File: src/rmm_pkg.sv
package rmm_pkg;

  localparam int ACT_W = 2;
  localparam int NODE_W = 6;
  localparam int CFG_W = 7;
  localparam logic [CFG_W-1:0] CFG_RESET = 7'd64;

  typedef enum logic [ACT_W-1:0] {
    ACT_INIT  = 2'd0,
    ACT_LINK  = 2'd1,
    ACT_FUSE  = 2'd2,
    ACT_QUERY = 2'd3
  } action_t;

  typedef enum logic [1:0] {
    RD_FIRST  = 2'd0,
    RD_SECOND = 2'd1,
    RD_NEXT   = 2'd2,
    RD_ZERO   = 2'd3
  } rd_sel_t;

  typedef struct packed {
    logic    take;
    logic    do_init;
    logic    rd_en;
    rd_sel_t rd_sel;
    logic    cap_second;
    logic    cap_gain;
    logic    wr_link;
    logic    wr_sweep;
    logic    kill;
    logic    load_out;
  } dp_cmd_t;

  typedef struct packed {
    action_t action;
    logic    bad;
    logic    sweep_last;
    logic    out_free;
  } dp_stat_t;

endpackage

File: src/rmm_ctrl.sv
module rmm_ctrl (
  input  logic              clk,
  input  logic              rst,
  input  logic              in_valid,
  output logic              in_ready,
  input  rmm_pkg::dp_stat_t stat,
  output rmm_pkg::dp_cmd_t  cmd
);

  typedef enum logic [7:0] {
    ST_IDLE      = 8'b0000_0001,
    ST_CHECK     = 8'b0000_0010,
    ST_LINK_RD   = 8'b0000_0100,
    ST_LINK_WR   = 8'b0000_1000,
    ST_FUSE_RD   = 8'b0001_0000,
    ST_FUSE_GAIN = 8'b0010_0000,
    ST_SWEEP     = 8'b0100_0000,
    ST_FINISH    = 8'b1000_0000
  } state_t;

  state_t state;
  state_t state_next;

  always_ff @(posedge clk) begin
    if (rst) begin
      state <= ST_IDLE;
    end else begin
      state <= state_next;
    end
  end

  always_comb begin
    state_next = state;
    in_ready   = 1'b0;
    cmd        = '0;
    cmd.rd_sel = rmm_pkg::RD_FIRST;
    unique case (state)
      ST_IDLE: begin
        in_ready = 1'b1;
        if (in_valid) begin
          cmd.take   = 1'b1;
          state_next = ST_CHECK;
        end
      end
      ST_CHECK: begin
        unique case (stat.action)
          rmm_pkg::ACT_INIT: begin
            cmd.do_init = 1'b1;
            state_next  = ST_FINISH;
          end
          rmm_pkg::ACT_LINK: begin
            if (stat.bad) begin
              state_next = ST_FINISH;
            end else begin
              cmd.rd_en  = 1'b1;
              cmd.rd_sel = rmm_pkg::RD_SECOND;
              state_next = ST_LINK_RD;
            end
          end
          rmm_pkg::ACT_FUSE: begin
            if (stat.bad) begin
              state_next = ST_FINISH;
            end else begin
              cmd.rd_en  = 1'b1;
              cmd.rd_sel = rmm_pkg::RD_SECOND;
              state_next = ST_FUSE_RD;
            end
          end
          rmm_pkg::ACT_QUERY: begin
            if (!stat.bad) begin
              cmd.rd_en  = 1'b1;
              cmd.rd_sel = rmm_pkg::RD_FIRST;
            end
            state_next = ST_FINISH;
          end
          default: state_next = ST_FINISH;
        endcase
      end
      ST_LINK_RD: begin
        cmd.cap_second = 1'b1;
        cmd.rd_en      = 1'b1;
        cmd.rd_sel     = rmm_pkg::RD_FIRST;
        state_next     = ST_LINK_WR;
      end
      ST_LINK_WR: begin
        cmd.wr_link = 1'b1;
        state_next  = ST_FINISH;
      end
      ST_FUSE_RD: begin
        cmd.cap_second = 1'b1;
        cmd.rd_en      = 1'b1;
        cmd.rd_sel     = rmm_pkg::RD_FIRST;
        state_next     = ST_FUSE_GAIN;
      end
      ST_FUSE_GAIN: begin
        cmd.cap_gain = 1'b1;
        cmd.rd_en    = 1'b1;
        cmd.rd_sel   = rmm_pkg::RD_ZERO;
        state_next   = ST_SWEEP;
      end
      ST_SWEEP: begin
        cmd.wr_sweep = 1'b1;
        if (stat.sweep_last) begin
          cmd.kill   = 1'b1;
          state_next = ST_FINISH;
        end else begin
          cmd.rd_en  = 1'b1;
          cmd.rd_sel = rmm_pkg::RD_NEXT;
        end
      end
      ST_FINISH: begin
        if (stat.out_free) begin
          cmd.load_out = 1'b1;
          state_next   = ST_IDLE;
        end
      end
      default: state_next = ST_IDLE;
    endcase
  end

  a_take_to_check: assert property (@(posedge clk) disable iff (rst)
    (in_valid && in_ready) |=> (state == ST_CHECK))
    else $error("Accepted item did not move to the check state.");

  a_short_path: assert property (@(posedge clk) disable iff (rst)
    (state == ST_CHECK && (stat.action == rmm_pkg::ACT_INIT || stat.bad))
      |=> (state == ST_FINISH))
    else $error("Init or flagged item did not finish directly.");

  a_sweep_ends: assert property (@(posedge clk) disable iff (rst)
    (state == ST_SWEEP && stat.sweep_last) |=> (state == ST_FINISH))
    else $error("Sweep did not end after the last row.");

endmodule

File: config.mk
export PLATFORM = sky130hd
export DESIGN_NAME = rmm_ctrl
export DESIGN_NICKNAME = d
export VERILOG_FILES = /design/src/rmm_pkg.sv /design/src/rmm_ctrl.sv
export SDC_FILE = /design/constraint.sdc
export NUM_CORES = 1
export LEC_CHECK = 0
export BUFFER_PORTS_ARGS = -buffer_cell sky130_fd_sc_hd__buf_2
export CORE_MARGIN = 3
export CORE_UTILIZATION = 30
export CTS_BUF_LIST = sky130_fd_sc_hd__clkbuf_4 sky130_fd_sc_hd__clkbuf_8
export DETAILED_ROUTE_END_ITERATION = 12
export HOLD_SLACK_MARGIN = 0.03
export MAX_ROUTING_LAYER = met4
export SETUP_SLACK_MARGIN = 0.02
export SLEW_MARGIN = 20
export SYNTH_ARGS = -nofsm -noshare
export SYNTH_HDL_FRONTEND = slang
export SYNTH_SLANG_ARGS = --single-unit
File: constraint.sdc
create_clock -name clk -period 1.9 [get_ports clk]
set_clock_uncertainty 0.05 [all_clocks]
set_input_delay 0.475 -clock clk [delete_from_list [all_inputs] [get_ports clk]]
set_output_delay 0.475 -clock clk [all_outputs]
set_load 0.01 [all_outputs]
### Yosys cells after proc, flatten, opt, wreduce, memory -nomap -nowiden

Index checks and enable logic that the tools add are counted.

* eq/ne operators: 14
* muxes and demuxes: 24
* reduce and logical (&&, ||, !) cells: 5

Operators with widths (count)
* case mux 8 bit (8 select lines): 1
* two-way mux 8 bit: 5
* case mux 8 bit (3 select lines): 1
* case mux 3 bit (4 select lines): 1
* two-way mux 1 bit: 11
* two-way mux 3 bit: 3
* equality test 8 x 1 -> 1 bit (second input constant): 1
* equality test 8 x 2 -> 1 bit (second input constant): 1
* equality test 8 x 3 -> 1 bit (second input constant): 1
* equality test 8 x 4 -> 1 bit (second input constant): 1
* equality test 8 x 5 -> 1 bit (second input constant): 1
* equality test 8 x 6 -> 1 bit (second input constant): 1
* equality test 8 x 7 -> 1 bit (second input constant): 1
* equality test 8 bit (second input constant): 1
* inequality test 2 bit (second input constant): 3
* case mux 3 bit (2 select lines): 1
* OR reduction 2 bit: 3
* equality test 2 bit (second input constant): 2
* AND reduction 3 bit: 1
* equality test 2 x 1 -> 1 bit (second input constant): 1
* logical NOT 2 bit: 1
* two-way mux 2 bit: 1

* bits in registers: 8
* input bits: 8
* output and inout port bits: 12
* word-level logic and storage cells: 44

### Logic depth before layout (Yosys ltp)

* depth in word-level cells: 4
* mapped depth: 6
* mapped depth without buffers: 5

### Worst setup path before layout

Ideal clock, no wire load.

* path type: in2out
* start: in stat[3] (netlist name)
* end: out cmd[8] (netlist name)
* arrival: 1319 ps
* slack: 56 ps
* stages: 4
* cells stage by stage: inv_1 ha_1 or2_2 a21o_1

RTL lines
* start, declared: line rmm_ctrl.sv:6 `input rmm_pkg::dp_stat_t stat,`
* end, declared: line rmm_ctrl.sv:7 `output rmm_pkg::dp_cmd_t cmd`

==> results.sh <==
export IMPL_clk_latency_ps=260
export IMPL_row_count=17
export IMPL_path_common_cell="nand2_1"
export IMPL_maxSlewHeadroom_pct=81.69
export IMPL_ir_drop_uv=220.6
export IMPL_yosysUniqueCellTypes=34
export IMPL_grt_ovfl_total=0
export IMPL_dr_pass1_iters=4
export IMPL_layout_min_cycle_time_ps=2002
export IMPL_regMostFlops="state"
export IMPL_drc=0
export IMPL_clock_path_buffers=2
export IMPL_failed_checks="setup timing"
export IMPL_core_area_mm2=0.002233
export IMPL_worstSetupStartpointType="flop"
export IMPL_numCtsBuffers=3
export IMPL_end_kind="primary output"
export IMPL_syn2layout_area_growth_pct=49.04
export IMPL_worstPathMaxFanout=6
export IMPL_yosysWarnings=0
export IMPL_drive_gt1_share_pct=58.33
export IMPL_yosysSeqAreaShare_pct=22.34
export IMPL_hpwl_um=1265
export IMPL_min_path_type="input pin to flop"
export IMPL_n_antenna_cell=0
export IMPL_crit_chain="nor4_4 -> nand2_1 -> buf_6 -> inv_4 -> nand2_2 -> nand2_1 -> buf_2"
export IMPL_avgSynthCellArea_um2=8.743
export IMPL_routabilityCongestion=0.7526
export IMPL_initial_core_util_pct=32.10
export IMPL_cts_root_buffer="clkbuf_4"
export IMPL_grt_pass1_vias=617
export IMPL_final_cell_mix="buf_2 (18), buf_4 (18), nor2_1 (6), inv_1 (6), nand2_1 (5)"
export IMPL_p_per_area_mw_per_mm2=471.2
export IMPL_nNetsFinal=135
export IMPL_critPathBufInv=3
export IMPL_largestRegisters="state: 8 flops"
export IMPL_synth_cells=82
export IMPL_path_class="flop to primary output"
export IMPL_status="finished, violations left"
export IMPL_viasPerCell=4.709
export IMPL_max_slew_worst_pin_slew_ps=273.7
export IMPL_ys_ff_latch=8
export IMPL_slowest_delay_ps=370
export IMPL_fillers=222
export IMPL_port_buffers=19
export IMPL_final_util_pct=47.84
export IMPL_rsz0062_at_grt="true"
export IMPL_ctsHtreeMaxLevel=1
export IMPL_crit_family="simple AND/OR/NAND/NOR gates"
export IMPL_grt_max_degree=9
export IMPL_power_total_mw=0.5035
export IMPL_cp_arrival_ps=1480
export IMPL_synth_fp_nets=95
export IMPL_synth_top_cell_by_area="dfxtp_1"
export IMPL_dieArea_mm2=0.003012
export IMPL_maxCapViolCount=0
export IMPL_cts_sinks=8
export IMPL_ios=20
export IMPL_cts_tree="built"
export IMPL_antenna_found_initial=0
export IMPL_netlist_area_um2=716.9
export IMPL_die_height_um=54.89
export IMPL_max_freq_mhz=499.5
export IMPL_fin_ws_ps=-102.1
export IMPL_synthTopCellsByArea="dfxtp_1 (22%), ha_1 (8.7%), nor3_4 (4.5%)"
export IMPL_grt_use_total_pct=13.17
export IMPL_cp_required_ps=1370
export IMPL_setup_violations=7
export IMPL_hold_slack_ps=416.5
export IMPL_wl_per_cell_um=11.74
export IMPL_largest_reg_flops=8
export IMPL_grt_pass1_wl_um=2642
export IMPL_vias=697
export IMPL_p_leak_nw=0.5494
export IMPL_die_w_um=54.89
export IMPL_ant_nets=0
export IMPL_drt_first_iter_violations=7
export IMPL_hold_buffers=0
export IMPL_post_synth_top_area_fraction_pct=22.34
export IMPL_cpMaxStageDelayCell="dfxtp_2"
export IMPL_wirelength_um=1737
export IMPL_period_share_pct=105.4
export IMPL_slew_violations=0
export IMPL_finalHoldViolCount=0
export IMPL_clk_pin_slew_ps=60
metrics by stage:
stage          setup slack [ps]  cell area (um^2)  TNS, ps  cells
2_1_floorplan             56.09             716.9        0     82
3_3_place_gp             -116.9             899.6   -116.9    137
3_5_place_dp             -135.1             899.6   -135.1    137
4_1_cts                  -67.08              1031   -312.8    147
5_1_grt                  -222.9              1069    -1278    148
6_report                 -102.1              1069   -448.5    148
repair_timing:
item                       4_1_cts  5_1_grt
setup endpoints to repair       12       12
buffers inserted                 7        1
pin swaps                        8        2
resized for setup               20        6
final timing paths:
kind                    startpoint                    end  slack (ps)  cells after the start
max reg2reg  state[1]$_SDFFE_PP0P_  state[7]$_SDFFE_PP0P_         250                      7
min reg2reg  state[5]$_SDFFE_PP0P_  state[5]$_SDFFE_PP0P_         480                      1
max          state[1]$_SDFFE_PP0P_                 cmd[7]        -100                      7
min                            rst  state[6]$_SDFFE_PP0P_         420                      2
power by group:
group	leakage, nW	internal (mW)	switching, mW	total (mW)
registers	0.0695	0.174	0.0228	0.197
logic	0.466	0.0920	0.0848	0.177
clock network	0.0138	0.0723	0.0577	0.130
total	0.549	0.338	0.165	0.503
logic make-up (layout without fill, tap and decap cells):
logic type	after synthesis	count (layout)	synth area share, %
and+or+nand+nor	41	41	42.24
AOI/OAI and AO/OA	13	13	13.61
buffers and inverters	12	50	9.423
DFF	8	8	22.34
adders and majority gates	5	5	8.726
xor gates and xnor gates	3	3	3.666
cell usage after synthesis:
cell,instances
dfxtp_1,8
nor2_1,8
inv_1,7
nand2_1,7
ha_1,5
nand2b_1,4
a21oi_1,3
and3_1,3
nor3_1,3
a21o_1,2
and2_1,2
buf_4,2
buf_6,2
nor3_4,2
nor4_2,2
nor4b_2,2
o21ai_0,2
xnor2_1,2
a41oi_2,1
inv_2,1
nand4_1,1
nand4b_4,1
nor2b_1,1
nor3_2,1
nor4_1,1
nor4_4,1
o21a_2,1
o21ai_2,1
o21ba_1,1
o22ai_1,1
o31ai_1,1
or2_2,1
or2b_1,1
xor2_1,1
layer usage:
metal	vias to the layer above	global-route usage (%)	part of all wire (%)
met3	2	4.087	5.1
met4	0	4.979	0.98
met2	17	22.44	53
met1	318	14.15	40
li1	360	-	-
met5	-	-	0
layout make-up:
type	instances	area, um^2	area share (%)
inverters	8	32.53	3.045
well taps	28	35.03	3.279
clock buffers	3	22.52	2.108
repair buffers	39	259.0	24.24
flip-flops and latches	8	178.9	16.74
multi-input cells	62	540.5	50.59
No activity file was read; power rests on OpenSTA's default activity.
